$ cat src/hw/rtl/base_pair_stem_score_assert.svh
// assertion macros used by the rtl top, compiled out for synthesis
`ifndef BASE_PAIR_STEM_SCORE_ASSERT_SVH
`define BASE_PAIR_STEM_SCORE_ASSERT_SVH

`ifndef SYNTHESIS
// same-cycle implication
`define BPSS_ASSERT_IMPL(label, clk, rst_n, ante, cons) \
	label: assert property (@(posedge clk) disable iff (!rst_n) (ante) |-> (cons)) \
		else $error("bpss assertion failed");
// next-cycle implication
`define BPSS_ASSERT_NEXT(label, clk, rst_n, ante, cons) \
	label: assert property (@(posedge clk) disable iff (!rst_n) (ante) |=> (cons)) \
		else $error("bpss assertion failed");
`else
`define BPSS_ASSERT_IMPL(label, clk, rst_n, ante, cons)
`define BPSS_ASSERT_NEXT(label, clk, rst_n, ante, cons)
`endif

`endif

$ cat src/hw/rtl/bpss_pkg.sv
`default_nettype none

package bpss_pkg;

	localparam int POS_W    = 10;
	localparam int BASE_W   = 3;
	localparam int LEN_W    = 11;
	localparam int SCORE_W  = 19;
	localparam int WEIGHT_W = 18;
	localparam int GAUSS_W  = 16;
	localparam int PROD_W   = WEIGHT_W + GAUSS_W;
	localparam int ACC_W    = SCORE_W + 1;
	// walk position: sign bit plus room for reach past the last base
	localparam int PW       = 12;
	localparam int FRAC_W   = 16;

	localparam logic REQ_LOAD  = 1'b0;
	localparam logic REQ_QUERY = 1'b1;

	// register index decoded from the address
	localparam logic CFG_SEQ_LENGTH = 1'b0;

	localparam logic [BASE_W-1:0] BASE_A = 3'd0;
	localparam logic [BASE_W-1:0] BASE_C = 3'd1;
	localparam logic [BASE_W-1:0] BASE_G = 3'd2;
	localparam logic [BASE_W-1:0] BASE_T = 3'd3;

	localparam logic [WEIGHT_W-1:0] W_AT = 18'd131072;
	localparam logic [WEIGHT_W-1:0] W_GC = 18'd196608;
	localparam logic [WEIGHT_W-1:0] W_GT = 18'd52429;

	localparam logic [PROD_W:0]    ROUND_HALF = 35'd32768;
	localparam logic [SCORE_W-1:0] SCORE_MAX  = '1;

	typedef struct packed {
		logic              req_type;
		logic [POS_W-1:0]  pos_i;
		logic [POS_W-1:0]  pos_j;
		logic [BASE_W-1:0] base;
	} req_t;

	typedef struct packed {
		logic [SCORE_W-1:0] score;
		logic               out_of_range;
	} res_t;

	typedef enum logic [2:0] {
		S_IDLE,
		S_CENTER,
		S_ADDR,
		S_WEIGHT,
		S_ACC,
		S_OUT
	} state_t;

	typedef struct packed {
		logic ld_query;
		logic ld_base;
		logic rd_center;
		logic ld_center;
		logic init_dir1;
		logic ld_term;
		logic acc;
		logic dir;
	} dp_cmd_t;

	typedef struct packed {
		logic oor_in;
		logic step_ok;
		logic w_zero;
	} dp_sts_t;

	function automatic logic [WEIGHT_W-1:0] pair_weight(input logic [BASE_W-1:0] x,
		input logic [BASE_W-1:0] y);
		logic [WEIGHT_W-1:0] w;
		w = '0;
		if ((x == BASE_A && y == BASE_T) || (x == BASE_T && y == BASE_A))
			w = W_AT;
		else if ((x == BASE_G && y == BASE_C) || (x == BASE_C && y == BASE_G))
			w = W_GC;
		else if ((x == BASE_G && y == BASE_T) || (x == BASE_T && y == BASE_G))
			w = W_GT;
		return w;
	endfunction

	// exp(-a*a/2) with 16 fraction bits, only called for a >= 1
	function automatic logic [GAUSS_W-1:0] gauss(input logic [4:0] a);
		logic [GAUSS_W-1:0] g;
		case (a)
			5'd1:    g = 16'd39750;
			5'd2:    g = 16'd8869;
			5'd3:    g = 16'd728;
			5'd4:    g = 16'd22;
			default: g = '0;
		endcase
		return g;
	endfunction

endpackage

`default_nettype wire

$ cat src/hw/rtl/bpss_ctrl.sv
`default_nettype none

module bpss_ctrl (
	input  wire logic              clk,
	input  wire logic              arst_n,
	input  wire logic              start,
	input  wire logic              req_type,
	input  wire bpss_pkg::dp_sts_t sts,
	output bpss_pkg::dp_cmd_t      cmd,
	output logic                   busy,
	output logic                   done
);

	bpss_pkg::state_t state_q, state_d;
	logic             dir_q, dir_d;

	always_ff @(posedge clk or negedge arst_n) begin
		if (!arst_n) begin
			state_q <= bpss_pkg::S_IDLE;
			dir_q   <= 1'b0;
		end else begin
			state_q <= state_d;
			dir_q   <= dir_d;
		end
	end

	always_comb begin
		cmd     = '0;
		cmd.dir = dir_q;
		state_d = state_q;
		dir_d   = dir_q;
		busy    = (state_q != bpss_pkg::S_IDLE);
		done    = (state_q == bpss_pkg::S_OUT);
		unique case (state_q)
			bpss_pkg::S_IDLE: begin
				if (start) begin
					if (req_type == bpss_pkg::REQ_QUERY) begin
						cmd.ld_query  = 1'b1;
						cmd.rd_center = 1'b1;
						state_d = sts.oor_in ? bpss_pkg::S_OUT : bpss_pkg::S_CENTER;
					end else begin
						cmd.ld_base = 1'b1;
					end
				end
			end
			bpss_pkg::S_CENTER: begin
				cmd.ld_center = 1'b1;
				dir_d = 1'b0;
				state_d = sts.w_zero ? bpss_pkg::S_OUT : bpss_pkg::S_ADDR;
			end
			bpss_pkg::S_ADDR: begin
				if (sts.step_ok) begin
					state_d = bpss_pkg::S_WEIGHT;
				end else if (!dir_q) begin
					cmd.init_dir1 = 1'b1;
					dir_d = 1'b1;
				end else begin
					state_d = bpss_pkg::S_OUT;
				end
			end
			bpss_pkg::S_WEIGHT: begin
				if (!sts.w_zero) begin
					cmd.ld_term = 1'b1;
					state_d = bpss_pkg::S_ACC;
				end else if (!dir_q) begin
					cmd.init_dir1 = 1'b1;
					dir_d = 1'b1;
					state_d = bpss_pkg::S_ADDR;
				end else begin
					state_d = bpss_pkg::S_OUT;
				end
			end
			bpss_pkg::S_ACC: begin
				cmd.acc = 1'b1;
				state_d = bpss_pkg::S_ADDR;
			end
			bpss_pkg::S_OUT: begin
				state_d = bpss_pkg::S_IDLE;
			end
			default: begin
				state_d = bpss_pkg::S_IDLE;
			end
		endcase
	end

endmodule

`default_nettype wire

$ cat config.mk
export PLATFORM = sky130hd
export DESIGN_NAME = bpss_ctrl
export DESIGN_NICKNAME = d
export VERILOG_FILES = /design/src/hw/rtl/base_pair_stem_score_assert.svh /design/src/hw/rtl/bpss_pkg.sv /design/src/hw/rtl/bpss_ctrl.sv
export SDC_FILE = /design/constraint.sdc
export NUM_CORES = 1
export LEC_CHECK = 0
export BUFFER_PORTS_ARGS = -buffer_cell sky130_fd_sc_hd__buf_2
export CAP_MARGIN = 40
export CELL_PAD_IN_SITES_DETAIL_PLACEMENT = 0
export CELL_PAD_IN_SITES_GLOBAL_PLACEMENT = 1
export CORE_AREA = 3 3 40 42
export DETAILED_ROUTE_END_ITERATION = 6
export DIE_AREA = 0 0 43 45
export GPL_ROUTABILITY_DRIVEN = 0
export PLACE_DENSITY_LB_ADDON = 0.1
export SYNTH_ARGS = -nofsm -noshare
export SYNTH_HDL_FRONTEND = slang
export SYNTH_SLANG_ARGS = --single-unit
$ cat constraint.sdc
create_clock -name clk -period 1.6 [get_ports clk]
set_clock_uncertainty 0.2 [all_clocks]
set_input_delay 0.16 -clock clk [delete_from_list [all_inputs] [get_ports clk]]
set_output_delay 0.16 -clock clk [all_outputs]
set_load 0.01 [all_outputs]
==> summary.txt <==
Critical path
  – Delay of the slowest critical-path stage: 450 ps
  – Worst R2R Start: state_q[2]
  – Crit-path leading delay family: flip-flops
  – WS Path Type: flip-flop to primary output
  – CP startpoint kind: flip-flop
  – Reg-to-reg endpoint: state_q[1]
  – Crit end category: primary output
  – Worst Reg-to-Reg Cells: 5
  – Reg2Reg Setup Slack: 150 ps
  – WP data required: approximately 1200 ps
  – Worst path slowest cell: dfrtp_2
  – Crit-path max FO: 6
  – Buf/Inv on CP: 1
  – Critical Path AT: roughly 1200 ps
  – Crit path cell chain: nor3_4 > and3_1 > buf_2

Pwr
  – Sw Ratio: 0.4201
  – Clock power frac: 0.116
  – Peak supply drop: ~0.85 mV
  – Comb pwr share: 0.638
  – Seq pwr share: 0.245
  – Int Power: 604.0 uW
  – Pwr Density: roughly 1900 mW/mm2
  – Psw: approximately 440 uW
  – Power consumption: approximately 1.0 mW
  – Leakage: 0.2936 nW

Timing
  – Max_slew headroom: 0.8333
  – Post-route setup slack: 54.79 ps
  – Period utilization: 0.9658
  – Achievable frequency: between 0.6 and 0.7 GHz
  – Final Hold Viols: 0
  – Worst hold slack: 64.41 ps
  – RSZ-0062 raised after global routing: yes
  – TNS Setup: 0 ps
  – Final setup violation count: 0
  – Slew @ Worst Pin: ~250 ps
  – Count of final max-slew check failures: 0
  – Final min period: 1545 ps

Logic synthesis
  – Synth area leaders: dfrtp_1 (30%), buf_4 (6.6%), and3_1 (5.5%)
  – Post-Syn Instances: 41
  – Distinct cells, synth: 24
  – Share of the synthesized area in the top cell type: 0.2952
  – Sequential fraction of the synthesis area: 0.2952
  – Mapped Nets: 48
  – Synth Warn #: 0
  – Avg Inst Size Synth: about 8.3 um2
  – Synthesized cell area: approximately 340 um2
  – Seq cells post-synth: 4
  – Yosys top cell by area: dfrtp_1

Floorplanning
  – Initial Utilization: 0.2639
  – Io pins: 17
  – Die area: between 0.0015 and 0.002 mm2
  – Die height: between 40 and 50 um
  – Die width: about 43 um
  – Core Area: around 0.0013 mm2
  – Row count: 13

Global route
  – Largest net degree at the start of global routing: 9
  – Gr usage total: 0.1001
  – First-pass GRT wire length: 1.449 mm
  – Antenna violations before repair: 0
  – Number of global-route vias before repair: approximately 350
  – GR Overflow Total: 0

Layout
  – Nets: between 70 and 80
  – Most frequent cells in the layout: buf_2 (16), buf_4 (10), and3_1 (3), nand2_1 (3), clkbuf_4 (3)
  – Multi-input gate area: around 220 um2
  – Antenna cells: 0
  – Fraction of layout cells with a size suffix above 1: 0.5970
  – Post-route insts no fill: 82
  – Synthesis-to-finish area growth: 59.41%
  – Cell area after layout: approximately 540 um2
  – Util after Layout: 0.4206
  – Register Area: 102.6 um2
  – Fill cells: about 140
  – Commonest non-fill, non-tap cell in the layout: buf_2

CTS
  – Clk slew on worst S/H paths: about 40 ps
  – CTS tree: done
  – H-tree Lvls: 1
  – Skew-Pair Late Insertion Delay: ~230 ps
  – Clock root cell: clkbuf_4
  – CTS buffer count: 3
  – CTS max path bufs: 2
  – CTS Sinks: 4

Routing
  – Post-Route WL: a little under 1 mm
  – Antenna-violating nets left: 0
  – First-pass iteration count of the detailed router: 4
  – DR WL/cell: about 12 um
  – Via density: 4.878
  – Total number of vias: 400
  – Residual DRC: 0
  – Initial DRC Count: 3

Place
  – DP Cell Count: between 60 and 70
  – Pre-CTS setup slack: 144.2 ps
  – Cell Area, Placed: ~410 um2
  – Hpwl dp: between 600 and 700 um
  – Port Buffers: 16

Min path
  – Worst Hold Class: input pin to asynchronous set/reset pin

Status
  – Status: finished, final reports clean

Job
  – Maxcap violations: 0
[synthesized netlist by cell type]
library cell / number
and3_1: 3
nand3b_1: 1
buf_4: 3
a211o_1: 1
nor3_2: 1
nand2b_1: 1
inv_2: 1
nand3_1: 2
a2bb2oi_1: 2
nand2_1: 4
nor2_1: 2
nand2b_2: 1
a211oi_1: 1
nor3_1: 2
mux2_4: 1
inv_1: 3
nor2b_1: 1
o22ai_2: 1
o21ai_0: 1
dfrtp_1: 4
nor4_1: 1
buf_6: 1
o211ai_1: 1
a21oi_1: 2
[worst max path at each step]
stage,startpoint,endpoint,slack (ps),depth (start not counted)
finish,state_q[1],cmd[5],50,3
global route,state_q[1],cmd[5],-10,3
CTS,state_q[1],cmd[5],2,3
detailed placement,state_q[0],cmd[3],140,4
global placement,state_q[0],cmd[3],170,4
floorplan,state_q[1],cmd[7],190,4
[power by group through the flow]
stage | clock network (mW) | logic, mW | registers [mW]
6_report | 0.121 | 0.665 | 0.256
5_1_grt | 0.137 | 0.730 | 0.261
4_1_cts | 0.126 | 0.530 | 0.247
3_5_place_dp | 0 | 0.476 | 0.242
3_3_place_gp | 0 | 0.479 | 0.240
2_1_floorplan | 0 | 0.434 | 0.181
[flip-flops by register name, indices dropped and copies added (netlist names)]
| name | flops |
|---|---|
| dir_q | 1 |
| state_q | 3 |
[cell type report]
type                       instances  area share
clock buffer                       3     0.04167
multi-input combinational         29      0.4005
inverter                           4     0.02778
sequential                         4      0.1898
timing repair buffer              27      0.3056
tap                               15     0.03472
[timing repair]
action	in CTS	in global routing
pin swaps	0	1
endpoints found under the setup margin	4	4
buffers inserted	2	7
resized for setup	4	4
cloned	0	0
hold buffers	1	0
hold endpoints to repair	4	0
[worst register-to-register path, stage by stage (launching register included)]
cell	delay, ps
dfrtp_1	420
inv_2	80
buf_4	140
buf_4	130
mux2_4	290
o22ai_2	110
[metal layers]
metal	share of wire	global-route usage
met4	0	0.04819
met2	0.49	0.1527
met1	0.44	0.1162
met3	0.076	0.05179
met5	0	0
[kinds of logic (layout without fill, tap and decap cells)]
family / Yosys count / count (layout) / share of synthesized area
and+or+nand+nor: 19 / 19 / 0.3137
AOI/OAI and AO/OA: 9 / 9 / 0.2030
buffers and inverters: 8 / 34 / 0.1439
DFF: 4 / 4 / 0.2952
muxes: 1 / 1 / 0.04427
Note: power is estimated with default switching activity, not from simulation.
